==> config.mk <==
export PLATFORM = sky130hd
export DESIGN_NAME = touchpad_raw_xy_report_decoder
export DESIGN_NICKNAME = d
export VERILOG_FILES = /design/src/rtl/tdr_pkg.sv /design/src/rtl/tdr_front.sv /design/src/rtl/tdr_queue.sv /design/src/rtl/tdr_back.sv /design/src/rtl/touchpad_raw_xy_report_decoder.sv
export SDC_FILE = /design/constraint.sdc
export NUM_CORES = 1
export LEC_CHECK = 0
export BUFFER_PORTS_ARGS = -buffer_cell sky130_fd_sc_hd__buf_2
export CORE_MARGIN = 10
export CORE_UTILIZATION = 50
export CTS_BUF_LIST = sky130_fd_sc_hd__clkbuf_4
export CTS_CLUSTER_SIZE = 12
export DETAILED_ROUTE_END_ITERATION = 6
export HOLD_SLACK_MARGIN = 0.02
export PLACE_DENSITY = 0.72
export SLEW_MARGIN = 10
export SYNTH_ARGS = -nofsm -noshare
export SYNTH_HDL_FRONTEND = slang
export SYNTH_SLANG_ARGS = --single-unit
==> constraint.sdc <==
create_clock -name clk_i -period 7 [get_ports clk_i]
set_input_delay 0.7 -clock clk_i [delete_from_list [all_inputs] [get_ports clk_i]]
set_output_delay 0.7 -clock clk_i [all_outputs]
set_load 0.005 [all_outputs]
==> src/rtl/tdr_pkg.sv <==
// shared types and constants of the touchpad raw-xy report decoder
// no dependencies; used by every module of the block by scoped names
`timescale 1ns / 1ps
`default_nettype none

package tdr_pkg;

  // report acceptance
  localparam logic [7:0] RawTouchId   = 8'h02;
  localparam logic [6:0] MinReportLen = 7'd21;
  localparam logic [7:0] SyncMaxCnt   = 8'd2;

  // configuration register indexes
  localparam logic [7:0] CfgEnable      = 8'd0;
  localparam logic [7:0] CfgYSize       = 8'd1;
  localparam logic [7:0] CfgFlipY       = 8'd2;
  localparam logic [7:0] CfgMaxContacts = 8'd3;

  // decoded report queue
  localparam int unsigned QDepth = 2;
  localparam int unsigned QPtrW  = (QDepth > 1) ? $clog2(QDepth) : 1;
  localparam int unsigned QCntW  = $clog2(QDepth + 1);

  // pending result bits of one report, in emit order
  localparam int unsigned NumRes   = 4;
  localparam int unsigned ResSlot0 = 0;
  localparam int unsigned ResSlot1 = 1;
  localparam int unsigned ResBtn   = 2;
  localparam int unsigned ResSync  = 3;

  typedef enum logic [1:0] {
    KindContact = 2'd0,
    KindButton  = 2'd1,
    KindSync    = 2'd2
  } kind_e;

  typedef struct packed {
    logic        enable;
    logic [15:0] y_size;
    logic        flip_y;
    logic [7:0]  max_contacts;
  } cfg_t;

  // one finger slot after decoding
  typedef struct packed {
    logic [7:0]  key;
    logic        active;
    logic [15:0] x;
    logic [15:0] y;
    logic [7:0]  pressure;
  } slot_t;

  // one accepted report, ready for the back end
  typedef struct packed {
    logic [NumRes-1:0] mask;
    slot_t             slot0;
    slot_t             slot1;
    logic              button;
  } job_t;

  // one result transaction
  typedef struct packed {
    kind_e       kind;
    logic [7:0]  finger_key;
    logic        active;
    logic [15:0] pos_x;
    logic [15:0] pos_y;
    logic [7:0]  pressure;
    logic        last;
  } res_t;

endpackage

`default_nettype wire

==> src/rtl/tdr_front.sv <==
// front end: configuration registers, report acceptance and per-slot decode
// depends on tdr_pkg
`timescale 1ns / 1ps
`default_nettype none

module tdr_front (
  input  wire logic          clk_i,
  input  wire logic          rst_ni,
  input  wire logic          cfg_valid_i,
  input  wire logic [7:0]    cfg_index_i,
  input  wire logic [15:0]   cfg_data_i,
  input  wire logic          in_valid_i,
  input  wire logic [7:0]    report_id_i,
  input  wire logic [6:0]    report_length_i,
  input  wire logic [7:0]    frame_flags_i,
  input  wire logic [7:0]    first_key_i,
  input  wire logic [15:0]   first_x_i,
  input  wire logic [15:0]   first_y_i,
  input  wire logic [7:0]    first_contact_i,
  input  wire logic [7:0]    second_key_i,
  input  wire logic [15:0]   second_x_i,
  input  wire logic [15:0]   second_y_i,
  input  wire logic [7:0]    second_contact_i,
  output tdr_pkg::job_t      job_o,
  output logic               job_valid_o
);

  tdr_pkg::cfg_t cfg_q, cfg_d;
  logic          accept_ok;
  logic          eof;

  // configuration registers, unknown indexes ignored
  always_comb begin
    cfg_d = cfg_q;
    if (cfg_valid_i) begin
      case (cfg_index_i)
        tdr_pkg::CfgEnable:      cfg_d.enable       = cfg_data_i[0];
        tdr_pkg::CfgYSize:       cfg_d.y_size       = cfg_data_i;
        tdr_pkg::CfgFlipY:       cfg_d.flip_y       = cfg_data_i[0];
        tdr_pkg::CfgMaxContacts: cfg_d.max_contacts = cfg_data_i[7:0];
        default:                 cfg_d = cfg_q;
      endcase
    end
  end

  always_ff @(posedge clk_i or negedge rst_ni) begin
    if (!rst_ni) begin
      cfg_q <= '0;
    end else begin
      cfg_q <= cfg_d;
    end
  end

  // decode one finger slot
  function automatic tdr_pkg::slot_t decode_slot(
    input logic [7:0]  key,
    input logic [15:0] x,
    input logic [15:0] y,
    input logic [7:0]  contact,
    input logic        flip,
    input logic [15:0] y_size
  );
    tdr_pkg::slot_t s;
    logic [7:0]     lo_sq;
    logic [7:0]     hi_sq;
    logic [8:0]     sq_sum;
    begin
      lo_sq  = {4'd0, contact[3:0]} * {4'd0, contact[3:0]};
      hi_sq  = {4'd0, contact[7:4]} * {4'd0, contact[7:4]};
      sq_sum = {1'b0, lo_sq} + {1'b0, hi_sq};
      s.key    = key;
      s.active = (contact != 8'd0);
      if (s.active) begin
        s.x = x;
        if (!flip) begin
          s.y = y;
        end else if (y > y_size) begin
          s.y = 16'd0;
        end else begin
          s.y = y_size - y;
        end
        s.pressure = sq_sum[8:1];
      end else begin
        s.x        = 16'd0;
        s.y        = 16'd0;
        s.pressure = 8'd0;
      end
      decode_slot = s;
    end
  endfunction

  // classify the report and build the job for the back end
  always_comb begin
    accept_ok = cfg_q.enable && (report_id_i == tdr_pkg::RawTouchId) &&
                (report_length_i >= tdr_pkg::MinReportLen);
    eof       = !frame_flags_i[7];

    job_o.slot0  = decode_slot(first_key_i, first_x_i, first_y_i, first_contact_i,
                               cfg_q.flip_y, cfg_q.y_size);
    job_o.slot1  = decode_slot(second_key_i, second_x_i, second_y_i,
                               second_contact_i, cfg_q.flip_y, cfg_q.y_size);
    job_o.button = frame_flags_i[0];

    job_o.mask                    = '0;
    job_o.mask[tdr_pkg::ResSlot0] = (first_key_i != 8'd0);
    job_o.mask[tdr_pkg::ResSlot1] = (second_key_i != 8'd0);
    job_o.mask[tdr_pkg::ResBtn]   = eof;
    job_o.mask[tdr_pkg::ResSync]  = eof || (cfg_q.max_contacts <= tdr_pkg::SyncMaxCnt);

    // a report with nothing to emit never enters the queue
    job_valid_o = in_valid_i && accept_ok && (job_o.mask != '0);
  end

endmodule

`default_nettype wire

==> src/rtl/tdr_queue.sv <==
// short queue of decoded reports between front and back end
// depends on tdr_pkg
`timescale 1ns / 1ps
`default_nettype none

module tdr_queue (
  input  wire logic          clk_i,
  input  wire logic          rst_ni,
  input  wire logic          wr_en_i,
  input  wire tdr_pkg::job_t wr_job_i,
  output logic               full_o,
  input  wire logic          rd_en_i,
  output tdr_pkg::job_t      rd_job_o,
  output logic               empty_o
);

  localparam logic [tdr_pkg::QPtrW-1:0] LastPtr = tdr_pkg::QPtrW'(tdr_pkg::QDepth - 1);
  localparam logic [tdr_pkg::QCntW-1:0] FullCnt = tdr_pkg::QCntW'(tdr_pkg::QDepth);

  tdr_pkg::job_t               entry_q [tdr_pkg::QDepth];
  logic [tdr_pkg::QPtrW-1:0]   wr_ptr_q, rd_ptr_q;
  logic [tdr_pkg::QCntW-1:0]   count_q, count_d;

  assign full_o   = (count_q == FullCnt);
  assign empty_o  = (count_q == '0);
  assign rd_job_o = entry_q[rd_ptr_q];

  // occupancy
  always_comb begin
    count_d = count_q;
    if (wr_en_i && !rd_en_i) begin
      count_d = count_q + 1'b1;
    end else if (!wr_en_i && rd_en_i) begin
      count_d = count_q - 1'b1;
    end
  end

  // pointers and count
  always_ff @(posedge clk_i or negedge rst_ni) begin
    if (!rst_ni) begin
      wr_ptr_q <= '0;
      rd_ptr_q <= '0;
      count_q  <= '0;
    end else begin
      count_q <= count_d;
      if (wr_en_i) begin
        wr_ptr_q <= (wr_ptr_q == LastPtr) ? '0 : wr_ptr_q + 1'b1;
      end
      if (rd_en_i) begin
        rd_ptr_q <= (rd_ptr_q == LastPtr) ? '0 : rd_ptr_q + 1'b1;
      end
    end
  end

  // storage
  always_ff @(posedge clk_i) begin
    if (wr_en_i) begin
      entry_q[wr_ptr_q] <= wr_job_i;
    end
  end

`ifndef ASSERT_OFF
  assert property (@(posedge clk_i) disable iff (!rst_ni) wr_en_i |-> !full_o)
    else $error("tdr_queue: write into full queue");
  assert property (@(posedge clk_i) disable iff (!rst_ni) rd_en_i |-> !empty_o)
    else $error("tdr_queue: read from empty queue");
  assert property (@(posedge clk_i) disable iff (!rst_ni) count_q <= FullCnt)
    else $error("tdr_queue: count beyond depth");
`endif

endmodule

`default_nettype wire

==> src/rtl/tdr_back.sv <==
// back end: walks the pending results of the oldest report into the output register
// depends on tdr_pkg
`timescale 1ns / 1ps
`default_nettype none

module tdr_back (
  input  wire logic          clk_i,
  input  wire logic          rst_ni,
  input  wire tdr_pkg::job_t job_i,
  input  wire logic          job_avail_i,
  output logic               job_done_o,
  output tdr_pkg::res_t      res_o,
  output logic               res_valid_o,
  input  wire logic          res_take_i
);

  logic [tdr_pkg::NumRes-1:0] sent_q, sent_d;
  logic [tdr_pkg::NumRes-1:0] pending;
  logic [tdr_pkg::NumRes-1:0] sel;
  logic                       last;
  logic                       load;
  tdr_pkg::res_t              res_q, res_d;
  logic                       res_valid_q, res_valid_d;

  // pick the first pending result of the head report
  always_comb begin
    pending = job_i.mask & ~sent_q;
    sel     = pending & (~pending + 1'b1);
    last    = ((pending & ~sel) == '0);
    load    = job_avail_i && (!res_valid_q || res_take_i);
  end

  // build the result transaction
  always_comb begin
    res_d      = '0;
    res_d.last = last;
    if (sel[tdr_pkg::ResSlot0]) begin
      res_d.kind       = tdr_pkg::KindContact;
      res_d.finger_key = job_i.slot0.key;
      res_d.active     = job_i.slot0.active;
      res_d.pos_x      = job_i.slot0.x;
      res_d.pos_y      = job_i.slot0.y;
      res_d.pressure   = job_i.slot0.pressure;
    end else if (sel[tdr_pkg::ResSlot1]) begin
      res_d.kind       = tdr_pkg::KindContact;
      res_d.finger_key = job_i.slot1.key;
      res_d.active     = job_i.slot1.active;
      res_d.pos_x      = job_i.slot1.x;
      res_d.pos_y      = job_i.slot1.y;
      res_d.pressure   = job_i.slot1.pressure;
    end else if (sel[tdr_pkg::ResBtn]) begin
      res_d.kind   = tdr_pkg::KindButton;
      res_d.active = job_i.button;
    end else begin
      res_d.kind = tdr_pkg::KindSync;
    end
  end

  // sequencing of sent results and output register valid
  always_comb begin
    sent_d      = sent_q;
    res_valid_d = res_valid_q;
    job_done_o  = 1'b0;
    if (res_take_i && res_valid_q) begin
      res_valid_d = 1'b0;
    end
    if (load) begin
      res_valid_d = 1'b1;
      if (last) begin
        sent_d     = '0;
        job_done_o = 1'b1;
      end else begin
        sent_d = sent_q | sel;
      end
    end
  end

  always_ff @(posedge clk_i or negedge rst_ni) begin
    if (!rst_ni) begin
      sent_q      <= '0;
      res_valid_q <= 1'b0;
    end else begin
      sent_q      <= sent_d;
      res_valid_q <= res_valid_d;
    end
  end

  // output payload register
  always_ff @(posedge clk_i) begin
    if (load) begin
      res_q <= res_d;
    end
  end

  assign res_o       = res_q;
  assign res_valid_o = res_valid_q;

`ifndef ASSERT_OFF
  assert property (@(posedge clk_i) disable iff (!rst_ni)
                   job_avail_i |-> (pending != '0))
    else $error("tdr_back: head report has no pending result");
  assert property (@(posedge clk_i) disable iff (!rst_ni)
                   (res_valid_q && (res_q.kind == tdr_pkg::KindSync)) |-> res_q.last)
    else $error("tdr_back: sync result not marked last");
  assert property (@(posedge clk_i) disable iff (!rst_ni)
                   job_done_o |=> (sent_q == '0))
    else $error("tdr_back: sequence not cleared after last result");
`endif

endmodule

`default_nettype wire

==> src/rtl/touchpad_raw_xy_report_decoder.sv <==
// Touchpad raw-xy report decoder, top level.
// Input channel: queue-like, a report transaction is taken when push is high
// and full is low. Rejected reports (decoder disabled, id not raw touch,
// length under 21 bytes) and reports with nothing to emit are dropped.
// Result channel: queue-like, the oldest result is on the result ports while
// empty is low and leaves when pop is high. Up to four results per report:
// one contact per nonzero finger key, a button result at end of frame, a
// sync result at end of frame or when max_contacts is at most 2; last marks
// the final one. Config channel: cfg_valid_i/cfg_ready_o (always ready),
// cfg_index_i selects the register, other indexes are ignored.
// A pushed report is first written to the report queue, then its results are registered.
// Throughput: one result per cycle while results are popped as they appear,
// through the single output register fed by the back-end sequencer.
// A two-entry report queue lets pushes continue while results stall;
// when pop stays low the queue fills and full rises.
// Reset clears the configuration registers (decoder disabled), the queue
// and the output register valid flag.
// depends on tdr_pkg, tdr_front, tdr_queue, tdr_back
`timescale 1ns / 1ps
`default_nettype none

module touchpad_raw_xy_report_decoder (
  input  wire logic        clk_i,
  input  wire logic        rst_ni,
  input  wire logic        cfg_valid_i,
  output logic             cfg_ready_o,
  input  wire logic [7:0]  cfg_index_i,
  input  wire logic [15:0] cfg_data_i,
  input  wire logic        push,
  output logic             full,
  input  wire logic [7:0]  report_id_i,
  input  wire logic [6:0]  report_length_i,
  input  wire logic [7:0]  frame_flags_i,
  input  wire logic [7:0]  first_key_i,
  input  wire logic [15:0] first_x_i,
  input  wire logic [15:0] first_y_i,
  input  wire logic [7:0]  first_contact_i,
  input  wire logic [7:0]  second_key_i,
  input  wire logic [15:0] second_x_i,
  input  wire logic [15:0] second_y_i,
  input  wire logic [7:0]  second_contact_i,
  output logic             empty,
  input  wire logic        pop,
  output logic [1:0]       kind_o,
  output logic [7:0]       finger_key_o,
  output logic             active_o,
  output logic [15:0]      pos_x_o,
  output logic [15:0]      pos_y_o,
  output logic [7:0]       pressure_o,
  output logic             last_o
);

  tdr_pkg::job_t front_job;
  logic          front_valid;
  logic          q_full;
  logic          q_empty;
  tdr_pkg::job_t head_job;
  logic          head_done;
  tdr_pkg::res_t res;
  logic          res_valid;
  logic          in_take;

  assign cfg_ready_o = 1'b1;
  assign full        = q_full;
  assign in_take     = push && !q_full;

  // accept and classify
  tdr_front u_front (
    .clk_i            (clk_i),
    .rst_ni           (rst_ni),
    .cfg_valid_i      (cfg_valid_i),
    .cfg_index_i      (cfg_index_i),
    .cfg_data_i       (cfg_data_i),
    .in_valid_i       (in_take),
    .report_id_i      (report_id_i),
    .report_length_i  (report_length_i),
    .frame_flags_i    (frame_flags_i),
    .first_key_i      (first_key_i),
    .first_x_i        (first_x_i),
    .first_y_i        (first_y_i),
    .first_contact_i  (first_contact_i),
    .second_key_i     (second_key_i),
    .second_x_i       (second_x_i),
    .second_y_i       (second_y_i),
    .second_contact_i (second_contact_i),
    .job_o            (front_job),
    .job_valid_o      (front_valid)
  );

  // decoupling queue
  tdr_queue u_queue (
    .clk_i    (clk_i),
    .rst_ni   (rst_ni),
    .wr_en_i  (front_valid),
    .wr_job_i (front_job),
    .full_o   (q_full),
    .rd_en_i  (head_done),
    .rd_job_o (head_job),
    .empty_o  (q_empty)
  );

  // result sequencing
  tdr_back u_back (
    .clk_i       (clk_i),
    .rst_ni      (rst_ni),
    .job_i       (head_job),
    .job_avail_i (!q_empty),
    .job_done_o  (head_done),
    .res_o       (res),
    .res_valid_o (res_valid),
    .res_take_i  (pop)
  );

  // result ports
  assign empty        = !res_valid;
  assign kind_o       = res.kind;
  assign finger_key_o = res.finger_key;
  assign active_o     = res.active;
  assign pos_x_o      = res.pos_x;
  assign pos_y_o      = res.pos_y;
  assign pressure_o   = res.pressure;
  assign last_o       = res.last;

endmodule

`default_nettype wire
== Word-level counts from Yosys, hierarchy flattened ==
Memories as Yosys holds them, arrays and structs flattened.
Cells that the tools add are included.

* Register bits after elaboration: 87
* Memory bits (writable): 206
* Output and inout port bits: 55
* Word-level logic and storage cells: 101
* Memories kept: 1

{| class="wikitable"
|+ Memories
! name !! words !! bits a word !! rd ports !! clocked after memory_dff !! write ports !! RTL line !! RTL
|-
| u_queue.entry_q || 2 || 103 || 1 || 0 || 1 || tdr_queue.sv:20 || <nowiki>tdr_pkg::job_t entry_q [tdr_pkg::QDepth];</nowiki>
|}

* Add/sub/neg operators: 9
* $mul: 4
* Magnitude comparators: 4
* Equality and inequality tests: 5
* Mux-type cells: 23
* Bitwise gates (word level): 7
* Reductions and logical operators: 32

{| class="wikitable"
|+ Operator list
! cell !! count
|-
| $mux W40 || 3
|-
| $mux W16 || 4
|-
| $mux W49 || 1
|-
| $gt A16 B16 Y1 || 2
|-
| $mul A4 B4 Y8 || 4
|-
| $reduce_bool A8 Y1 || 4
|-
| $sub A16 B16 Y16 || 2
|-
| $eq A8 B2 Y1 const B || 3
|-
| $add A8 B8 Y9 || 2
|-
| $and A4 B4 Y4 || 3
|-
| $not A4 Y4 || 3
|-
| $mux W1 || 10
|-
| $logic_and A1 B1 Y1 || 9
|-
| $eq A8 B1 Y1 const B || 1
|-
| $le A8 B2 Y1 const B || 1
|-
| $logic_not A8 Y1 || 1
|-
| $mux W8 || 1
|-
| $reduce_and A2 Y1 || 4
|-
| $ge A7 B5 Y1 const B || 1
|-
| $logic_not A1 Y1 || 6
|-
| $mux W2 || 3
|-
| $add A4 B1 Y4 const B || 1
|-
| $logic_not A4 Y1 || 1
|-
| $mux W4 || 1
|-
| 10 further kinds || 13
|}

== Longest topological paths before layout ==
Gate-level depths: netlist of run 1.

* Depth after elaboration: 13
* Gate-level depth with buffers: 17

== Hierarchy ==
A second synthesis of run 1 with hierarchy kept.

* Cell total of the unflattened synthesis: 1133
* Area, all modules: 15479.8 µm²

{| class="wikitable"
|+ Modules (own cells, without submodules)
! module !! instances !! cells each !! area an instance (µm²)
|-
| tdr_queue || 1 || 337 || 7871.3
|-
| tdr_front || 1 || 639 || 5149.9
|-
| tdr_back || 1 || 152 || 2426.1
|-
| touchpad_raw_xy_report_decoder || 1 || 5 || 32.5
|}

== Worst setup path before layout of run 1 ==
OpenSTA, ideal clock, no wires.

* Path type: input to register
* Start point: input report_id_i[0]
* End point: memory u_queue.entry_q[0][0] in the netlist's numbering (enable)
* Library setup time: 0.578 ns
* Arrival: 6.532 ns
* Data required time: 6.422 ns
* Slack: -0.111 ns
* Stages on the path: 5
* Cells stage by stage: or4b_2 nor4b_1 o311ai_1 a21oi_2 nor2b_1

* Cells in the longest elaborated chain, start to end: 7

{| class="wikitable"
|+ RTL lines
! what !! RTL line !! RTL
|-
| start: declaration || touchpad_raw_xy_report_decoder.sv:31 || <nowiki>input wire logic [7:0] report_id_i,</nowiki>
|-
| $eq A8 B2 Y1 || tdr_front.sv:94 || <nowiki>accept_ok = cfg_q.enable && (report_id_i == tdr_pkg::RawTouchId) &&</nowiki>
|-
| $logic_and A1 B1 Y1 (2 in a row) || tdr_front.sv:94 ||
|-
| $logic_and A1 B1 Y1 (2 in a row) || tdr_front.sv:111 || <nowiki>job_valid_o = in_valid_i && accept_ok && (job_o.mask != '0);</nowiki>
|-
| net front_valid || touchpad_raw_xy_report_decoder.sv:54 || <nowiki>logic front_valid;</nowiki>
|-
| $mux W1 || tdr_queue.sv:57 || <nowiki>if (wr_en_i) begin</nowiki>
|-
| $mux W1 (not written as such) || tdr_queue.sv:58 || <nowiki>entry_q[wr_ptr_q] <= wr_job_i;</nowiki>
|-
| end: declaration || tdr_queue.sv:20 ||
|}

The timed path passes the listed nets, and every way through them passes these cells.

==> summary.txt, run 1 <==
Outcome
  • Run status: complete, no violations

Synthesis
  • Yosys top cell area share: 53.70%
  • Post-synthesis async set-or-reset flop share: 11.95%
  • Cells taking the most area after synthesis: edfxtp_1, mux2i_1, dfrtp_1
  • Top cell type by total area after synthesis: edfxtp_1
  • Number of register bits inferred by synthesis: 293
  • Number of distinct library cell variants in the gate-level netlist after synthesis: 66
  • Cells after Synth: 1057
  • Yosys warns: 0
  • Net count of the mapped netlist: 1296
  • Flip-flop cell with the highest count after synthesis: edfxtp_1
  • Combined area of all synthesized cells: 0.01443 mm2
  • Post-synthesis area per instance: 13.65 um2
  • Share of the yosys chip area belonging to registers: 59.77%
  • Number of synthesized flops with an enable pin: 258

Global routing
  • Congestion Overflow GR: 0
  • Tot GR Track Use: 17.22%
  • Largest net degree at the start of global routing: 63
  • Vias in the first global route: 9987
  • First-pass GRT wire length: 50.10 mm
  • Initial antenna violation count: 2

Clock tree
  • Maximum count of clock buffers along a single path: 3
  • Maximum level of the CTS H-tree: 3
  • Quantity of gates resized following cts: 0
  • Buffer cell driving the clock tree root: clkbuf_4
  • Cts bufs inserted: 77
  • Clock sinks: 293
  • Clock Pin Slew Worst Setup and Hold Paths: 0.07 ns
  • Clock latency at the later pin of the worst-skew pair: 0.66 ns
  • Number of setup buffers added after CTS: 0
  • CTS tree: done
  • Hold-fix buffers at CTS: 0

Power
  • Reported leakage power: 7.299 nW
  • Worst vdd rail ir drop: 269.5 uV
  • Power per standard cell area: 288.6 mW/mm2

Routing
  • Remaining routing DRC violations: 0
  • Post-route ant nets: 0
  • Final Routed Wirelength: 31.15 mm
  • Vias/cell: 5.339
  • Drt pass-1 iters: 5
  • Vias: 9264
  • Violation count after the first detailed-routing iteration: 630
  • Post-DR wirelength/cell: 17.96 um

STA
  • Total of endpoints with negative setup slack in the final report: 0
  • Max-slew headroom: 35.40%
  • Hold Vio Cnt, Final: 0
  • Slew Viols, Final: 0
  • Final period utilization: 57.07%
  • Setup repair after global routing missed its margin: no
  • F_max: 250.3 MHz
  • Hold Worst Slack: 0.1503 ns
  • Final critical path time including I/O delays and setup: 3.995 ns
  • Sum of negative setup slack: 0 ns
  • Clock tree skew after final layout: 0.04843 ns
  • Slew of the pin with the lowest slew margin: 0.9691 ns

Worst setup path
  • Worst EP required: 7.33 ns
  • Type of the worst setup path: input pin to flip-flop
  • Arrival time worst endpoint: 4.32 ns
  • CP startpoint: first_contact_i[3]
  • Crit path capture type: flip-flop
  • Worst-case register-to-register setup slack: 3.41 ns
  • Max Fanout on Critical Path: 5
  • Reg2Reg Launch Point: u_front.cfg_q[2]
  • Path depth of the worst reg2reg path: 6
  • Worst Setup Start Kind: input pin

Hold path
  • Class of the tightest hold or removal check: input pin to async pin

Placed design
  • Final GP Congestion: 0.8249
  • Count of buffers from port buffering: 195
  • Final HPWL DP: 21.62 mm

Floorplan
  • Placeable core region: 0.02863 mm2
  • Y dimension of the die: 189.9 um
  • Placement row count: 62
  • Die footprint: 0.03605 mm2
  • Die X-Extent: 189.9 um
  • Starting Density: 50.40%
  • Boundary Pins: 203

Layout
  • Final-layout fill cell count: 2344
  • NumNets Final: 1540
  • Share of post-route cells with drive strength above 1: 26.74%
  • Area delta synth->final: 16.24%

Flow run
  • Max-cap check violation count: 0
[path summary, 6_finish.rpt]
| check | to |
|---|---|
| setup / recovery | u_queue.entry_q[1][56] |
| hold / removal | u_front.cfg_q[11] |
| setup reg to reg | u_queue.entry_q[1][50] |
| hold reg to reg | u_back.sent_q[3] |
| max in group asynchronous | u_queue.rd_ptr_q |
| min in group clk_i | u_queue.entry_q[0][0] |
[sequential cells by signal (all words and copies together), names as in the netlist]
name and count:
u_queue.wr_ptr_q 1, u_queue.count_q 2, u_queue.entry_q 206, u_back.sent_q 4, u_queue.rd_ptr_q 1, u_back.res_o 52
u_front.cfg_q 26, u_back.res_valid_o 1
[power by group]
group	switching [mW]	total, mW	internal, mW	leakage [nW]
combinational	0.615	1.13	0.515	3.87
sequential	0.133	2.27	2.14	2.86
clock	0.649	1.44	0.790	0.572
total	1.40	4.84	3.44	7.30
[layout make-up]
cell class	instances	area, um2	area share, %
sequential	293	8627	51.44
multi-input combinational	638	5329	31.77
timing repair buffer	204	1044	6.222
clock buffer	109	818.3	4.879
tap	384	480.5	2.865
inverter	87	326.6	1.947
clock inverter	19	143.9	0.8580
antenna	1	2.502	0.01492
[layer usage]
metal | up-vias | track usage, % | share of wire, %
li1 | 4466 | - | -
met1 | 4454 | 21.82 | 44
met2 | 310 | 28.44 | 48
met3 | 34 | 4.522 | 6.8
met4 | 0 | 5.159 | 1.2
met5 | - | 0 | 0
[worst max-delay path, stage by stage]
cell and delay [ns]:
buf_2 0.13, nand2_1 0.12, fa_1 0.49, fa_1 0.50, inv_1 0.06, fa_1 0.52
inv_1 0.06, fa_1 0.53, inv_1 0.05, ha_1 0.22, inv_1 0.07, fa_1 0.21
inv_1 0.05, a21o_1 0.17, a21oi_1 0.17, xor2_1 0.19, nor2_1 0.08
[cell usage after synthesis, types with 23 or more instances]
cell,instances
fa_1,24
edfxtp_1,258
nor2_1,51
a21oi_1,26
ha_1,67
a21o_1,23
o22ai_1,50
clkbuf_1,27
and2_1,53
nand2_1,38
mux2i_1,102
inv_1,87
dfrtp_1,35
[stage by stage]
stage	util (%)	std cells	instance area [um2]	power, mW	setup slack, ns
floorplan	-	1057	14430	3.056	1.863
global placement	55.22	1606	15810	3.425	2.445
detailed placement	55.22	1606	15810	3.456	2.361
CTS	58.58	1734	16770	4.913	3.045
global route	58.59	1735	16770	5.152	2.855
finish	58.59	1735	16770	4.841	3.005
[placed cells by master, fill, tap and decap left out, types with 9 or more instances in the layout]
master     netlist  layout
xor2_1          17      17
clkbuf_4         0     109
edfxtp_1       258     258
a2bb2oi_1       18      18
buf_2            7     195
xnor2_1         18      18
and2_1          53      52
ha_1            67      67
mux2i_1        102     102
mux2_1          10      10
buf_4            2       9
a21o_1          23      23
o22ai_1         50      50
a21oi_1         26      26
dfrtp_1         35      34
clkinv_1         0       9
o21ai_0         13      13
mux2_2          18      18
fa_1            24      24
nor2_1          51      51
nand2_1         38      37
inv_1           87      87
nor4_1           9       9
[cells by family (layout without fill, tap and decap cells)]
kind of cell               Yosys count  after routing  synth area share [%]
other                                1              2               0.02599
and+or+nand+nor                    198            198                 7.311
muxes                              130            130                 9.262
xor gates and xnor gates            35             35                 2.125
AOI/OAI and AO/OA                  182            182                 8.906
buffers and inverters              126            419                 3.391
DFF                                293            293                 59.77
adders and majority gates           92             92                 9.210
Note: power is estimated with default switching activity, not from simulation.
==> run 2: changes to the inputs <==
==> constraint.sdc (replaced) <==
create_clock -name clk_i -period 3.2 [get_ports clk_i]
set_input_delay 0.32 -clock clk_i [delete_from_list [all_inputs] [get_ports clk_i]]
set_output_delay 0.32 -clock clk_i [all_outputs]
set_load 0.005 [all_outputs]
==> summary.txt, run 2 (synthesized netlist as in run 1, its figures left out) <==
Power
  • Overall power consumption: 11.03 mW (+130%)
  • Worst vdd rail ir drop: 365.6 uV (+36%)
  • Power per standard cell area: 600.8 mW/mm2 (+110%)
  • Reported leakage power: 7.972 nW (+9.2%)

STA
  • Slew of the pin with the lowest slew margin: 1.009 ns (+0.03975 ns)
  • Setup repair after global routing missed its margin: yes
  • Max-slew headroom: 32.75% (-2.7 points)
  • F_max: 311.5 MHz
  • Slew Viols, Final: 0 (unchanged)
  • Final period utilization: 100.3%
  • Hold Worst Slack: 0.09094 ns (-0.05935 ns)
  • Worst Setup Slack, final: -0.01002 ns (-3.015 ns)
  • Final critical path time including I/O delays and setup: 3.210 ns
  • Clock tree skew after final layout: 0.05157 ns (+0.003138 ns)
  • Total of endpoints with negative setup slack in the final report: 2 (+2)
  • Hold Vio Cnt, Final: 0 (unchanged)

Clock tree
  • Buffer cell driving the clock tree root: clkbuf_4
  • Clock sinks: 293 (unchanged)
  • Cts bufs inserted: 76 (-1.3%)
  • Clock latency at the later pin of the worst-skew pair: 0.68 ns (+0.02 ns)
  • Maximum level of the CTS H-tree: 3 (unchanged)
  • Clock Pin Slew Worst Setup and Hold Paths: 0.06 ns (about the same)
  • CTS tree: done
  • Maximum count of clock buffers along a single path: 3 (unchanged)

Global routing
  • Vias in the first global route: 10.66k (+6.8%)
  • Largest net degree at the start of global routing: 57 (-9.5%)
  • First-pass GRT wire length: 54.63 mm (+9.0%)
  • Congestion Overflow GR: 0 (unchanged)
  • Tot GR Track Use: 18.82% (+1.6 points)
  • Initial antenna violation count: 1 (-1)

Hold path
  • Class of the tightest hold or removal check: input pin to flip-flop

Routing
  • Final Routed Wirelength: 34.31 mm (+10%)
  • Vias: 9936 (+7.3%)
  • Wire length on met2: 16.66 mm (+11%)
  • Met3 wire len: 2.145 mm (+1.5%)
  • Wire length on met1: 14.77 mm (+8.0%)
  • Highest routed metal layer: met4
  • Violation count after the first detailed-routing iteration: 601 (-4.6%)
  • Post-route ant nets: 0 (unchanged)
  • Remaining routing DRC violations: 0 (unchanged)
  • Post-DR wirelength/cell: 18.35 um (+2.2%)
  • Drt pass-1 iters: 5 (unchanged)
  • Vias/cell: 5.313 (-0.49%)

Floorplan
  • Die X-Extent: 189.9 um (unchanged)
  • Boundary Pins: 203 (unchanged)
  • Placeable core region: 0.02863 mm2 (unchanged)
  • Placement row count: 62 (unchanged)
  • Starting Density: 50.40% (unchanged)
  • Y dimension of the die: 189.9 um (unchanged)
  • Die footprint: 0.03605 mm2 (unchanged)

Layout
  • Flip-flop count of the largest register, all copies and words added: 206 (unchanged)
  • Register containing the most flip-flops in the final layout: u_queue.entry_q
  • Area delta synth->final: 27.24%
  • NumNets Final: 1672 (+8.6%)
  • Share of post-route cells with drive strength above 1: 30.24% (+3.5 points)
  • Commonest non-fill, non-tap cells in the layout: edfxtp_1, buf_2, clkbuf_4
  • Leading cell type in the layout, fill and taps excluded: edfxtp_1

Worst setup path
  • Kind of cell with the highest combined delay on the critical path: adder cells
  • Worst path slowest cell: fa_2
  • Worst EP required: 3.58 ns (-3.75 ns)
  • Worst-case register-to-register setup slack: 0.18 ns (-3.23 ns)
  • Largest stage delay, worst path: 0.52 ns (about the same)
  • Max Fanout on Critical Path: 2 (-3)
  • Type of the worst setup path: input pin to flip-flop
  • Crit path capture type: flip-flop
  • Buffers and inverters on the worst path: 4 (-2)
  • Crit path cell chain: buf_2 -> nand2_2 -> fa_1 -> fa_1 -> inv_1 -> fa_1 -> inv_2 -> fa_2 -> inv_2 -> ha_4 -> a21o_1 -> a21o_1 -> a21o_1 -> a21oi_2 -> xor2_1 -> nor2_1
  • Worst Setup Start Kind: input pin
  • Arrival time worst endpoint: 3.59 ns (-0.73 ns)

Outcome
  • Run status: finished, violations left
  • Violated checks: negative setup slack

Flow run
  • Max-cap check violation count: 0 (unchanged)

Placed design
  • Final GP Congestion: 0.8449 (+2.4%)
  • Final HPWL DP: 22.86 mm (+5.7%)
  • Count of buffers from port buffering: 195 (unchanged)
run 2: changes by cell type in the layout (fill, tap and decap cells not counted), moves of 8 or more:
| cell | previous run | this run |
|---|---|---|
| buf_12 | 0 | 8 |
| buf_2 | 195 | 184 |
| buf_4 | 9 | 57 |
| buf_6 | 0 | 10 |
| dlygate4sd3_1 | 0 | 74 |
| inv_1 | 87 | 79 |
| inv_2 | 0 | 8 |
run 2: stage by stage:
| stage | TNS (ns) | setup WS [ns] | cells | cell area (um2) | util (%) |
|---|---|---|---|---|---|
| 2_1_floorplan | -33.04 | -0.4880 | 1057 | 14510 | - |
| 5_1_grt | -0.2619 | -0.07853 | 1870 | 18360 | 64.13 |
| 6_report | -0.01559 | -0.01002 | 1870 | 18360 | 64.13 |
| 3_3_place_gp | -12.51 | -0.7335 | 1660 | 16390 | 57.26 |
| 3_5_place_dp | -13.30 | -0.7992 | 1660 | 16390 | 57.26 |
| 4_1_cts | 0 | 0.002564 | 1867 | 18240 | 63.71 |
run 2: timing repair:
action | CTS | global route
hold endpoints to repair | 167 | 0
gates resized for setup | 18 | 26
pin swaps | 11 | 10
hold buffers | 74 | 0
cloned | 0 | 0
setup endpoints to repair | 7 | 10
buffers inserted | 3 | 2
run 2: worst register-to-register path, cell delays in order (launching register included):
cell	delay, ns
dfrtp_1	0.39
inv_1	0.11
ha_1	0.17
inv_1	0.06
fa_1	0.45
a211oi_1	0.31
o31ai_2	0.13
o22ai_1	0.36
o2111ai_1	0.17
and2_4	0.25
or4b_1	0.18
o311ai_1	0.14
run 2: final timing paths:
path	from	cells past startpoint	end
max	second_contact_i[2]	16	u_queue.entry_q[1][8]
min	first_y_i[0]	3	u_queue.entry_q[0][58]
max reg2reg	u_front.cfg_q[9]	11	u_queue.entry_q[1][23]
min reg2reg	u_front.cfg_q[2]	1	u_front.cfg_q[2]
max in group asynchronous	rst_ni	2	u_queue.rd_ptr_q
min in group asynchronous	rst_ni	2	u_front.cfg_q[20]
run 2: final cells by class:
type / count / area (um2)
fillers: 2149 / 10270
flip-flops and latches: 293 / 8627
multi-input cells: 638 / 5514
repair buffers: 337 / 2422
clock buffers: 106 / 795.8
well taps: 384 / 480.5
inverters: 87 / 326.6
clock inverters: 24 / 188.9
diodes: 1 / 2.502
run 2: power breakdown:
group | internal (mW) | switching (mW)
clock | 1.78 | 1.46
combinational | 1.37 | 1.58
sequential | 4.68 | 0.163
total | 7.83 | 3.20
run 2: layer usage:
metal	GRT usage, %	up-vias
met4	6.197	0
met5	0	-
met1	23.60	4822
met2	31.35	332
li1	-	4725
met3	4.669	57
==> run 3: changes to the inputs <==
--- a/config.mk
+++ b/config.mk
@@ -13,6 +13,8 @@
 export DETAILED_ROUTE_END_ITERATION = 6
 export HOLD_SLACK_MARGIN = 0.02
 export PLACE_DENSITY = 0.72
+export REMOVE_ABC_BUFFERS = 1
+export SETUP_SLACK_MARGIN = 0.5
 export SLEW_MARGIN = 10
 export SYNTH_ARGS = -nofsm -noshare
 export SYNTH_HDL_FRONTEND = slang
==> summary.txt, run 3 (synthesized netlist as in run 1, its figures left out) <==
Worst setup path
  • Kind of cell with the highest combined delay on the critical path: adder cells
  • Max Fanout on Critical Path: 2 (unchanged)
  • Arrival time worst endpoint: 3.63 ns (+0.04 ns)
  • Largest stage delay, worst path: 0.52 ns (about the same)
  • Type of the worst setup path: input pin to flip-flop
  • Worst Setup Start Kind: input pin
  • Crit path capture type: flip-flop
  • Worst path slowest cell: fa_2
  • Crit path cell chain: buf_8 -> nand2_4 -> fa_1 -> fa_1 -> inv_1 -> fa_1 -> inv_2 -> fa_2 -> inv_2 -> ha_4 -> a21o_1 -> a21o_1 -> a21o_1 -> a21oi_2 -> xor2_1 -> nor2_1
  • Buffers and inverters on the worst path: 4 (unchanged)
  • Worst EP required: 3.59 ns (about the same)

Clock tree
  • Buffer cell driving the clock tree root: clkbuf_4
  • CTS tree: done
  • Maximum count of clock buffers along a single path: 3 (unchanged)
  • Clock Pin Slew Worst Setup and Hold Paths: 0.06 ns (about the same)
  • Maximum level of the CTS H-tree: 3 (unchanged)
  • Cts bufs inserted: 78 (+2.6%)
  • Clock latency at the later pin of the worst-skew pair: 0.70 ns (+0.02 ns)
  • Clock sinks: 293 (unchanged)

Global routing
  • Vias in the first global route: 10.51k (-1.4%)
  • Largest net degree at the start of global routing: 50 (-12%)
  • Congestion Overflow GR: 0 (unchanged)
  • Tot GR Track Use: 18.36% (-0.46 points)
  • First-pass GRT wire length: 53.38 mm (-2.3%)
  • Initial antenna violation count: 2 (+1)

Placed design
  • Post-placement cell area: 0.01627 mm2 (-0.72%)
  • Pre-CTS setup slack: -0.8791 ns (-0.07990 ns)
  • Placed Instances: 1658 (-0.12%)
  • Final GP Congestion: 0.9090 (+7.6%)
  • Final HPWL DP: 22.80 mm (-0.28%)
  • Count of buffers from port buffering: 195 (unchanged)

Layout
  • Utilization of the core after routing: 65.36% (+1.2 points)
  • Fin area: 0.01871 mm2 (+1.9%)
  • NumNets Final: 1688 (+0.96%)
  • Register containing the most flip-flops in the final layout: u_queue.entry_q
  • Commonest non-fill, non-tap cells in the layout: edfxtp_1, buf_2, clkbuf_4
  • Leading cell type in the layout, fill and taps excluded: edfxtp_1
  • Flip-flop count of the largest register, all copies and words added: 206 (unchanged)
  • Non-filler instance count after layout: 1893 (+1.2%)
  • Share of post-route cells with drive strength above 1: 33.91% (+3.7 points)
  • Area delta synth->final: 29.68%

Floorplan
  • Starting Density: 50.40% (unchanged)
  • Placeable core region: 0.02863 mm2 (unchanged)
  • Die footprint: 0.03605 mm2 (unchanged)
  • Placement row count: 62 (unchanged)
  • Boundary Pins: 203 (unchanged)
  • Y dimension of the die: 189.9 um (unchanged)
  • Die X-Extent: 189.9 um (unchanged)

Routing
  • Remaining routing DRC violations: 0 (unchanged)
  • Post-route ant nets: 0 (unchanged)
  • Vias/cell: 5.242 (-1.3%)
  • Post-DR wirelength/cell: 17.83 um (-2.8%)
  • Final Routed Wirelength: 33.74 mm (-1.6%)
  • Drt pass-1 iters: 5 (unchanged)
  • Vias: 9923 (-0.13%)
  • Violation count after the first detailed-routing iteration: 464 (-23%)

STA
  • Total of endpoints with negative setup slack in the final report: 4 (+2)
  • Final critical path time including I/O delays and setup: 3.242 ns (+0.03242 ns)
  • Hold Worst Slack: 0.07967 ns (-0.01127 ns)
  • Clock tree skew after final layout: 0.07091 ns (+0.01933 ns)
  • Setup repair after global routing missed its margin: yes
  • Worst Setup Slack, final: -0.04244 ns (-0.03242 ns)
  • Final period utilization: 101.3% (+1.0 points)
  • F_max: 308.4 MHz (-1.0%)
  • Slew of the pin with the lowest slew margin: 0.9535 ns (-0.05535 ns)
  • Hold Vio Cnt, Final: 0 (unchanged)
  • Max-slew headroom: 36.44% (+3.7 points)
  • Slew Viols, Final: 0 (unchanged)

Power
  • Seq pwr share: 43.8% (about the same)
  • Worst vdd rail ir drop: 312.2 uV (-15%)
  • Switch Pwr: 3.247 mW (+1.5%)
  • Switching Share: 29.41% (+0.39 points)
  • Power per standard cell area: 590.1 mW/mm2 (-1.8%)
  • Reported leakage power: 8.091 nW (+1.5%)
  • Power share of the clock group: 28.7% (-0.6 points)
  • Int Pwr: 7.795 mW (-0.44%)
  • Combinational group share of total power: 27.5% (+0.8 points)

Flow run
  • Max-cap check violation count: 0 (unchanged)

Outcome
  • Run status: finished, violations left
  • Violated checks: negative setup slack

Hold path
  • Class of the tightest hold or removal check: input pin to flip-flop
-- run 3: worst paths after layout --
kind	start	slack, ns	to	cells after the start
setup / recovery	second_contact_i[2]	-0.04	u_queue.entry_q[0][8]	16
hold / removal	second_y_i[14]	0.08	u_queue.entry_q[1][23]	3
setup reg to reg	u_front.cfg_q[9]	0.54	u_queue.entry_q[1][15]	12
hold reg to reg	u_back.sent_q[3]	0.50	u_back.sent_q[3]	1
max in group asynchronous	rst_ni	2.25	u_queue.rd_ptr_q	2
min in group asynchronous	rst_ni	0.25	u_front.cfg_q[24]	2
-- run 3: per-layer routing --
layer  up-vias  GRT usage, %  wire, um
li1       4767             -         -
met1      4818         22.33     14210
met2       286         30.86     16820
met3        50         4.595      2049
met4         2         7.082       653
met5         -             0        13
-- run 3: area by class of cell --
| class | count | area, um2 |
|---|---|---|
| Antenna cell | 2 | 5.005 |
| Clock buffer | 111 | 833.3 |
| Multi-Input combinational cell | 639 | 5753 |
| Clock inverter | 27 | 153.9 |
| Timing Repair Buffer | 350 | 2529 |
| Fill cell | 2135 | 9915 |
| Tap cell | 384 | 480.5 |
| Sequential cell | 293 | 8627 |
| Inverter | 87 | 329.1 |
-- run 3: power by group through the flow --
stage | logic, mW | clock network, mW | registers (mW)
final | 3.04 | 3.17 | 4.83
after global routing | 3.35 | 3.51 | 4.86
after CTS | 3.00 | 3.29 | 4.83
after detailed placement | 2.78 | 0 | 4.91
after global placement | 2.74 | 0 | 4.90
after floorplan | 1.68 | 0 | 5.15
-- run 3: metrics by stage --
step                      setup TNS, ns  total power [mW]
final                           -0.1345             11.04
after global routing            -0.4723             11.71
after CTS                             0             11.12
after detailed placement         -14.93             7.692
after global placement           -13.98             7.643
after floorplan                 -644.20             6.832
-- run 3: worst reg2reg max path: stages (launching register included) --
cell	delay, ns
dfrtp_1	0.38
inv_2	0.10
ha_4	0.15
inv_4	0.03
fa_2	0.38
a211oi_2	0.23
o31ai_2	0.11
o22ai_2	0.25
o2111ai_2	0.16
and2_4	0.24
buf_4	0.14
a2bb2oi_2	0.14
nor2_1	0.07
-- run 3: repair_timing --
action                     CTS  global route
buffers inserted            10             9
hold endpoints to repair   177             0
pin swaps                   47            34
gates resized for setup     56            59
cloned                       1             1
setup endpoints to repair  270            97
hold buffers                74             0
